`src/etrb_pkg.sv`:
```
// Shared constants and the record type of the event trace ring buffer.
package etrb_pkg;

    localparam int CAPACITY    = 32;
    localparam int MAX_RESULTS = 32;

    localparam int PTR_W   = (CAPACITY > 1) ? $clog2(CAPACITY) : 1;
    localparam int CNT_W   = $clog2(CAPACITY + 1);
    localparam int TOT_W   = 6;
    localparam int WANT_W  = 6;
    localparam int CMP_W   = (CNT_W > TOT_W) ? CNT_W : TOT_W;
    localparam int SUM_W   = PTR_W + 2;

    localparam logic [1:0] CMD_RECORD   = 2'd0;
    localparam logic [1:0] CMD_SNAPSHOT = 2'd1;
    localparam logic [1:0] CMD_CLEAR    = 2'd2;

    typedef struct packed {
        logic [31:0] timestamp;
        logic [15:0] event_code;
        logic [15:0] small_argument;
        logic [31:0] first_word;
        logic [31:0] second_word;
    } record_t;

endpackage

```
`src/etrb_store.sv`:
```
// Record storage: one write port and one registered read port.
module etrb_store (
    input  logic                       clk,
    input  logic                       wr_en,
    input  logic [etrb_pkg::PTR_W-1:0] wr_addr,
    input  etrb_pkg::record_t          wr_data,
    input  logic                       rd_en,
    input  logic [etrb_pkg::PTR_W-1:0] rd_addr,
    output etrb_pkg::record_t          rd_data
);
    import etrb_pkg::*;

    record_t mem_reg [CAPACITY];
    record_t rdata_reg;

    always_ff @(posedge clk)
    begin
        if (wr_en)
        begin
            mem_reg[wr_addr] <= wr_data;
        end
    end

    always_ff @(posedge clk)
    begin
        if (rd_en)
        begin
            rdata_reg <= mem_reg[rd_addr];
        end
    end

    assign rd_data = rdata_reg;

endmodule

```
`src/event_trace_ring_buffer_unit.sv`:
```
// Event trace ring buffer. A record transaction is written into the store and the block is
// ready again on the next cycle; a clear likewise leaves the block ready. A snapshot walks
// the store through its single read port: each returned record passes through a store read
// (ST_READ) and then the presentation of the result (ST_OUT), held while the consumer holds
// ready low. An empty snapshot presents its single result on the cycle after acceptance.
// Input is not taken while a snapshot is being delivered. Records come out oldest first,
// and is_last marks the final one.
module event_trace_ring_buffer_unit (
    input  logic                        clk,
    input  logic                        rst_n,
    input  logic                        in_valid,
    output logic                        in_ready,
    input  logic [1:0]                  cmd,
    input  logic [31:0]                 timestamp,
    input  logic [15:0]                 event_code,
    input  logic [15:0]                 small_argument,
    input  logic [31:0]                 first_word,
    input  logic [31:0]                 second_word,
    input  logic [etrb_pkg::WANT_W-1:0] max_wanted,
    output logic                        out_valid,
    input  logic                        out_ready,
    output logic                        has_record,
    output logic [etrb_pkg::TOT_W-1:0]  copied_total,
    output logic                        is_last,
    output logic [31:0]                 out_timestamp,
    output logic [15:0]                 out_event,
    output logic [15:0]                 out_small_argument,
    output logic [31:0]                 out_first_word,
    output logic [31:0]                 out_second_word
);
    import etrb_pkg::*;

    localparam logic [1:0] ST_IDLE = 2'd0;
    localparam logic [1:0] ST_READ = 2'd1;
    localparam logic [1:0] ST_OUT  = 2'd2;

    logic [1:0]       state_reg, state_next;
    logic [PTR_W-1:0] wp_reg, wp_next;
    logic [CNT_W-1:0] count_reg, count_next;
    logic [PTR_W-1:0] rd_idx_reg, rd_idx_next;
    logic [TOT_W-1:0] remain_reg, remain_next;
    logic [TOT_W-1:0] total_reg, total_next;
    logic             has_rec_reg, has_rec_next;
    logic             last_reg, last_next;

    logic             in_fire;
    logic             out_fire;
    logic [CMP_W-1:0] count_ext;
    logic [CMP_W-1:0] want_ext;
    logic [CMP_W-1:0] n_a;
    logic [CMP_W-1:0] n_b;
    logic [TOT_W-1:0] n_sel;
    logic [SUM_W-1:0] start_sum;
    logic [PTR_W-1:0] start_idx;
    logic             wr_en;
    logic             rd_en;
    record_t          wr_rec;
    record_t          rd_rec;

    assign in_ready  = (state_reg == ST_IDLE);
    assign out_valid = (state_reg == ST_OUT);
    assign in_fire   = in_valid && in_ready;
    assign out_fire  = out_valid && out_ready;

    // Number of records a snapshot returns: min(fill count, request, result limit).
    always_comb
    begin
        count_ext = CMP_W'(count_reg);
        want_ext  = CMP_W'(max_wanted);
        n_a       = (count_ext < want_ext) ? count_ext : want_ext;
        n_b       = (n_a < CMP_W'(MAX_RESULTS)) ? n_a : CMP_W'(MAX_RESULTS);
        n_sel     = n_b[TOT_W-1:0];
    end

    // Oldest returned entry sits n places behind the write pointer.
    always_comb
    begin
        start_sum = SUM_W'(wp_reg) + SUM_W'(CAPACITY) - SUM_W'(n_sel);
        if (start_sum >= SUM_W'(CAPACITY))
        begin
            start_sum = start_sum - SUM_W'(CAPACITY);
        end
        start_idx = start_sum[PTR_W-1:0];
    end

    assign wr_en  = in_fire && (cmd == CMD_RECORD);
    assign rd_en  = (state_reg == ST_READ);
    assign wr_rec = '{timestamp:      timestamp,
                      event_code:     event_code,
                      small_argument: small_argument,
                      first_word:     first_word,
                      second_word:    second_word};

    etrb_store u_store (
        .clk     (clk),
        .wr_en   (wr_en),
        .wr_addr (wp_reg),
        .wr_data (wr_rec),
        .rd_en   (rd_en),
        .rd_addr (rd_idx_reg),
        .rd_data (rd_rec)
    );

    always_comb
    begin
        state_next   = state_reg;
        wp_next      = wp_reg;
        count_next   = count_reg;
        rd_idx_next  = rd_idx_reg;
        remain_next  = remain_reg;
        total_next   = total_reg;
        has_rec_next = has_rec_reg;
        last_next    = last_reg;
        unique case (state_reg)
            ST_IDLE:
            begin
                if (in_fire)
                begin
                    priority if (cmd == CMD_RECORD)
                    begin
                        wp_next = (wp_reg == PTR_W'(CAPACITY - 1)) ? '0 : wp_reg + 1'b1;
                        if (count_reg != CNT_W'(CAPACITY))
                        begin
                            count_next = count_reg + 1'b1;
                        end
                    end
                    else if (cmd == CMD_CLEAR)
                    begin
                        wp_next    = '0;
                        count_next = '0;
                    end
                    else if (cmd == CMD_SNAPSHOT)
                    begin
                        total_next = n_sel;
                        if (n_sel == '0)
                        begin
                            has_rec_next = 1'b0;
                            last_next    = 1'b1;
                            state_next   = ST_OUT;
                        end
                        else
                        begin
                            has_rec_next = 1'b1;
                            remain_next  = n_sel;
                            rd_idx_next  = start_idx;
                            state_next   = ST_READ;
                        end
                    end
                    else
                    begin
                        state_next = ST_IDLE;
                    end
                end
            end
            ST_READ:
            begin
                last_next   = (remain_reg == TOT_W'(1));
                remain_next = remain_reg - 1'b1;
                rd_idx_next = (rd_idx_reg == PTR_W'(CAPACITY - 1)) ? '0 : rd_idx_reg + 1'b1;
                state_next  = ST_OUT;
            end
            ST_OUT:
            begin
                if (out_fire)
                begin
                    state_next = last_reg ? ST_IDLE : ST_READ;
                end
            end
            default:
            begin
                state_next = ST_IDLE;
            end
        endcase
    end

    always_ff @(posedge clk or negedge rst_n)
    begin
        if (!rst_n)
        begin
            state_reg   <= ST_IDLE;
            wp_reg      <= '0;
            count_reg   <= '0;
            remain_reg  <= '0;
            has_rec_reg <= 1'b0;
            last_reg    <= 1'b0;
        end
        else
        begin
            state_reg   <= state_next;
            wp_reg      <= wp_next;
            count_reg   <= count_next;
            remain_reg  <= remain_next;
            has_rec_reg <= has_rec_next;
            last_reg    <= last_next;
        end
    end

    always_ff @(posedge clk)
    begin
        rd_idx_reg <= rd_idx_next;
        total_reg  <= total_next;
    end

    assign has_record         = has_rec_reg;
    assign copied_total       = total_reg;
    assign is_last            = last_reg;
    assign out_timestamp      = has_rec_reg ? rd_rec.timestamp      : '0;
    assign out_event          = has_rec_reg ? rd_rec.event_code     : '0;
    assign out_small_argument = has_rec_reg ? rd_rec.small_argument : '0;
    assign out_first_word     = has_rec_reg ? rd_rec.first_word     : '0;
    assign out_second_word    = has_rec_reg ? rd_rec.second_word    : '0;

    a_count_bounded: assert property (@(posedge clk) disable iff (!rst_n)
        count_reg <= CNT_W'(CAPACITY))
        else $error("fill count exceeds capacity");

    a_snapshot_busy: assert property (@(posedge clk) disable iff (!rst_n)
        (in_fire && cmd == CMD_SNAPSHOT) |=> !in_ready)
        else $error("block ready right after accepting a snapshot");

    a_empty_result: assert property (@(posedge clk) disable iff (!rst_n)
        (out_valid && !has_record) |-> (is_last && copied_total == '0))
        else $error("empty snapshot result malformed");

    a_last_ends: assert property (@(posedge clk) disable iff (!rst_n)
        (out_fire && is_last) |=> in_ready)
        else $error("block not idle after final snapshot result");

    a_more_after: assert property (@(posedge clk) disable iff (!rst_n)
        (out_fire && !is_last) |=> (!in_ready && remain_reg != '0))
        else $error("snapshot ended before its last result");

endmodule

```
`config.mk`:
```
export PLATFORM = sky130hd
export DESIGN_NAME = event_trace_ring_buffer_unit
export DESIGN_NICKNAME = d
export VERILOG_FILES = /design/src/etrb_pkg.sv /design/src/etrb_store.sv /design/src/event_trace_ring_buffer_unit.sv
export SDC_FILE = /design/constraint.sdc
export NUM_CORES = 2
export LEC_CHECK = 0
export BUFFER_PORTS_ARGS = -buffer_cell sky130_fd_sc_hd__buf_4
export CORE_MARGIN = 2
export CORE_UTILIZATION = 45
export CTS_CLUSTER_SIZE = 16
export DETAILED_ROUTE_END_ITERATION = 6
export PLACE_DENSITY_LB_ADDON = 0.12
export SYNTH_ARGS = -nofsm -noshare
export SYNTH_HDL_FRONTEND = slang
export SYNTH_SLANG_ARGS = --single-unit
```
`constraint.sdc`:
```
create_clock -name clk -period 20.7 [get_ports clk]
set_input_delay 2.07 -clock clk [delete_from_list [all_inputs] [get_ports clk]]
set_output_delay 2.07 -clock clk [all_outputs]
set_load 0.1 [all_outputs]
```
After elaboration in Yosys (flattened, before gate mapping)
Memory sizes are Yosys's and may differ from the RTL's. A register that Yosys moved wholly into a read port is not among the register bits.
Index checks and enable logic that the tools add are counted.
{ "word_totals": {"out_inout_bits": 138, "mem_bits_rw": 4096, "register_bits": 32, "memories": 1} }
{ "op_classes": {"mux": 44, "magnitude_cmp": 3, "bitwise_logic": 2, "n_eq_ne": 16, "add_sub_neg": 7, "reduce_logical": 14} }
{ "mem_list": {"columns": ["memory", "words", "word_bits", "rd", "rd_ports_with_merged_regs", "write_ports", "line_no", "text"], "rows": [
  ["u_store.mem_reg", 32, 128, 1, 1, 1, "etrb_store.sv:13", "record_t mem_reg [CAPACITY];"]
]} }
{ "op_table": {"columns": ["operator", "count"], "rows": [
  ["$mux 32", 3],
  ["$mux 6", 10],
  ["$mux 5", 10],
  ["$mux 16", 2],
  ["$mux 2", 6],
  ["$pmux 6 s2", 1],
  ["$reduce_and 6->1", 2],
  ["$add 5x1->5 const B", 2],
  ["$eq 5x5->1 const B", 2],
  ["$ne 2x1->1 const B", 5],
  ["$pmux 5 s2", 1],
  ["$mux 1", 9],
  ["$reduce_and 4->1", 2],
  ["$add 5x6->7 const B", 1],
  ["$ge 7x6->1 const B", 1],
  ["$sub 7x6->7", 1],
  ["$add 6x1->6 const B", 1],
  ["$eq 6x1->1 const B", 1],
  ["$logic_not 6->1", 1],
  ["$lt 6x6->1", 1],
  ["$lt 6x6->1 const B", 1],
  ["$ne 2x2->1 const B", 3],
  ["$ne 6x6->1 const B", 1],
  ["$pmux 2 s3", 1],
  ["11 further kinds", 18]
]} }

Depth between registers and ports, before layout
{ "logic_depth": {"ltp_word": 13, "ltp_mapped": 14, "depth_no_buf": 13} }

By module
A second synthesis with hierarchy kept.
{ "hier_totals": {"cells_unflattened": 6803, "hier_area_um2": 159479.2} }
{ "modules_own_cells": {"columns": ["module", "seq_area_each_um2", "area_per_inst_um2", "cells_each", "instances"], "rows": [
  ["etrb_store", 126841.7, 156485.1, 6440, 1],
  ["event_trace_ring_buffer_unit", 855.8, 2994.1, 363, 1]
]} }

Least setup slack after synthesis
Ideal clock, no wire load.
{ "synth_path": {"path_kind": "input port to flip-flop", "startpoint": "input cmd[0]", "endpoint": "memory u_store.mem_reg[15][0] in the netlist's numbering, enable pin", "path_slack_ns": 4.094, "t_required_ns": 19.727, "setup_time_ns": 0.973, "arrival_time_ns": 15.633, "path_stages": 3, "cell_sequence": "nand3b_1 > clkbuf_1 > nor4b_1"} }
{ "synth_between": {"elab_chain_cells": 4} }
{ "synth_rtl": {"columns": ["item", "line_no", "text"], "rows": [
  ["from (decl)", "event_trace_ring_buffer_unit.sv:13", "input logic [1:0] cmd,"],
  ["$logic_not 2->1", "event_trace_ring_buffer_unit.sv:86", "assign wr_en = in_fire && (cmd == CMD_RECORD);"],
  ["$logic_and 1x1->1", "event_trace_ring_buffer_unit.sv:86", null],
  ["$mux 1", "etrb_store.sv:18", "if (wr_en)"],
  ["$mux 1 (implied by the code)", "etrb_store.sv:20", "mem_reg[wr_addr] <= wr_data;"],
  ["to (decl)", "etrb_store.sv:13", null]
]} }
Every way passes these cells.

Final worst setup path
{ "layout_path": {"startpoint": "input cmd[0]", "endpoint": "memory u_store.mem_reg[30][85] in the netlist's numbering, enable pin"} }
The elaborated chain is that of the path after synthesis.

==> metrics.csv <==
metric,value,unit
Synth area leader,edfxtp_1,
Nets,7518,
Setup Viol. Count Final,0,
Synth Flop Type,edfxtp_1,
"Slew Viols, Final",0,
met3 usage,0.0260,
Wirelength per Cell,34.2,um
pre-CTS setup slack,13.23,ns
RSZ-0062 raised after global routing,no,
Hold WC Path Type,flip-flop to flip-flop,
P per Cell Area,123,nW/um2
Core Region,358000,um2
synth-to-layout area growth,13.9,%
period utilisation layout,0.316,
YS warnings,0,
Pleak,57.7,nW
vias in the first global route,77500,
grt met2 use,0.396,
post-cts resize count,0,
placed inst area,170000,um2
CP Class,input port to flip-flop,
worst skew pair latency,0.98,ns
via count,75600,
VDD IR max,0.0948,mV
count of cell types in the netlist,45,
first-pass GRT wire length,605000,um
CTS sink count,4256,
DIE HEIGHT,604,um
"most common cell after layout, fill and taps aside",edfxtp_1,
max capacitance violation total,0,
clock root cell,clkbuf_16,
met1 Usage GRT,0.331,
DRT Wirelength,429000,um
Placer Congestion,0.783,
Crit-path slowest cell,buf_4,
CTS tree,built,
cell family with most CP delay,buffers and inverters,
Synth Area per Inst,23.6,um2
DIE AREA,364000,um2
post-route setup slack,14.16,ns
CTS max path bufs,4,
CP bufs+invs,4,
share of layout cells above drive strength 1,0.293,
syn_nets,7004,
initial core utilization,0.451,
setup TNS,0,ns
# Post-CTS Setup Buffers,0,
Area contributors post-synth,"edfxtp_1 (79%), mux4_2 (15%), mux2i_1 (1.3%), o221ai_1 (0.71%), mux2_2 (0.52%)",
Top-Level Pins,278,
Global Route Usage Sum,0.235,
Clock Pin Slew Worst Setup and Hold Paths,0.06,ns
Post-DRT Antenna Nets,0,
gr busiest metal,met2,
antenna violations before repair,38,
Vias/cell,6.03,
sequential share of the synthesized area,0.789,
"Req. time, crit path",21.28,ns
Mapped Cells,6843,
"Core Util, Final",0.514,
"FF+latch count, synth",4256,
max incr delay on CP,0.79,ns
max FFs per register,4096,
Fmax,0.153,GHz
total gr overflow,0,
detailed-placement wirelength estimate,223000,um
Final Hold Fails,0,
CP Capture Type,flip-flop,
Initial DRT Pass Iterations,5,
"EDFF count, synth",4235,
Die W,604,um
Worst Path Arrival,7.12,ns
Startpoint Class,input port,
run status,finished clean,
Slew @ Worst Pin,1.41,ns
critical-path cell list,"buf_4, nand3b_1, nor2_1, nand2_1, nor2_4, buf_4, buf_4, buf_4",
Rel. slew slack,0.0626,
Rows,220,
Filler cells,27900,
most frequent CP cell,buf_4,
crit path time final,6.54,ns
Synth top area share,0.786,
TritonCTS Buffers,443,
critical path peak fanout,43,
design area,184000,um2
Mapped Area,162000,um2
CTS HTree Levels,5,
largest net degree at the start of global routing,121,
"commonest non-fill, non-tap cells in the layout","edfxtp_1 (4235), mux4_2 (1076), clkbuf_16 (446), buf_4 (421), mux2i_1 (212)",
DR iter-0 viols,8081,
DRC,0,
CTS Hold Bufs,0,
fraction of registers with async set/reset,0.00493,
port buffer count,277,
Setup Skew,0.0429,ns
==> cell usage after synthesis, types with 4 or more instances <==
cell and number:
mux4_2 1076, dfrtp_1 21, o2bb2ai_1 4, a31oi_1 4, nor2b_1 6, and2_1 129
mux2i_1 212, a21o_1 4, a221oi_1 8, nand3_1 8, edfxtp_1 4235, buf_2 92
a21oi_1 53, o21ai_0 148, clkbuf_1 199, buf_4 34, and3_1 4, o221ai_1 132
buf_1 35, buf_6 11, or3_1 4, mux2_2 74, inv_1 25, nor2_1 68
a211oi_1 22, nand2_1 93, o22ai_1 75, ha_1 20, nand2b_1 12, nor3_1 7
==> metal layers <==
metal	part of all wire	vias to the layer above
met3	0.052	562
li1	-	30500
met4	0.022	4
met5	0.000056	-
met1	0.42	42000
met2	0.50	2527
==> logic make-up after synthesis <==
family | count (synthesis) | synth area share
multiplexers | 1362 | 0.168
AO/OA/AOI/OAI | 455 | 0.0185
flip-flops | 4256 | 0.789
AND/OR/NAND/NOR | 347 | 0.0109
buffers and inverters | 396 | 0.0112
XOR/XNOR | 6 | 0.000325
adder cells (fa/ha/maj) | 21 | 0.00167
==> worst reg2reg max path: cells and delay by family, from the launching register on <==
family	cells	cell delay, ns
multiplexers	3	1.43
flip-flops	1	0.32
buffers and inverters	6	4.41
==> power by group <==
group | switching, mW | leakage [nW] | internal, mW
sequential | 0.0985 | 38.4 | 9.68
clock | 3.32 | 6.99 | 4.55
combinational | 3.10 | 12.4 | 1.95
==> per-stage QoR <==
step                      instances  hold WS (ns)  total power [mW]
after floorplan                6843         0.495              13.4
after detailed placement      11700         0.537              15.1
after CTS                     12500         0.555              23.0
after global placement        11700         0.523              15.1
final                         12500         0.556              22.7
after global routing          12500         0.581              23.5
==> worst paths after layout <==
path | to | from | slack (ns) | depth (start not counted)
max | u_store.mem_reg[30][85] | cmd[0] | 14.16 | 8
min | state_reg[0] | state_reg[0] | 0.56 | 1
max reg2reg | u_store.rd_data[2] | rd_idx_reg[0] | 14.30 | 9
min reg2reg | state_reg[0] | state_reg[0] | 0.56 | 1
max in group asynchronous | has_record | rst_n | 19.45 | 1
min in group asynchronous | state_reg[1] | rst_n | 0.98 | 1
==> area by class of cell <==
class,instances,area [um2],area share
Sequential cell,4256,128000,0.693
Multi-Input combinational cell,2191,32500,0.177
Clock buffer,529,11500,0.0623
Tap cell,4773,5970,0.0324
Timing Repair Buffer,440,3540,0.0192
Clock inverter,300,2880,0.0156
Inverter,25,101,0.000550
Antenna cell,19,47.5,0.000258
Power figures use the tool's default switching activity.
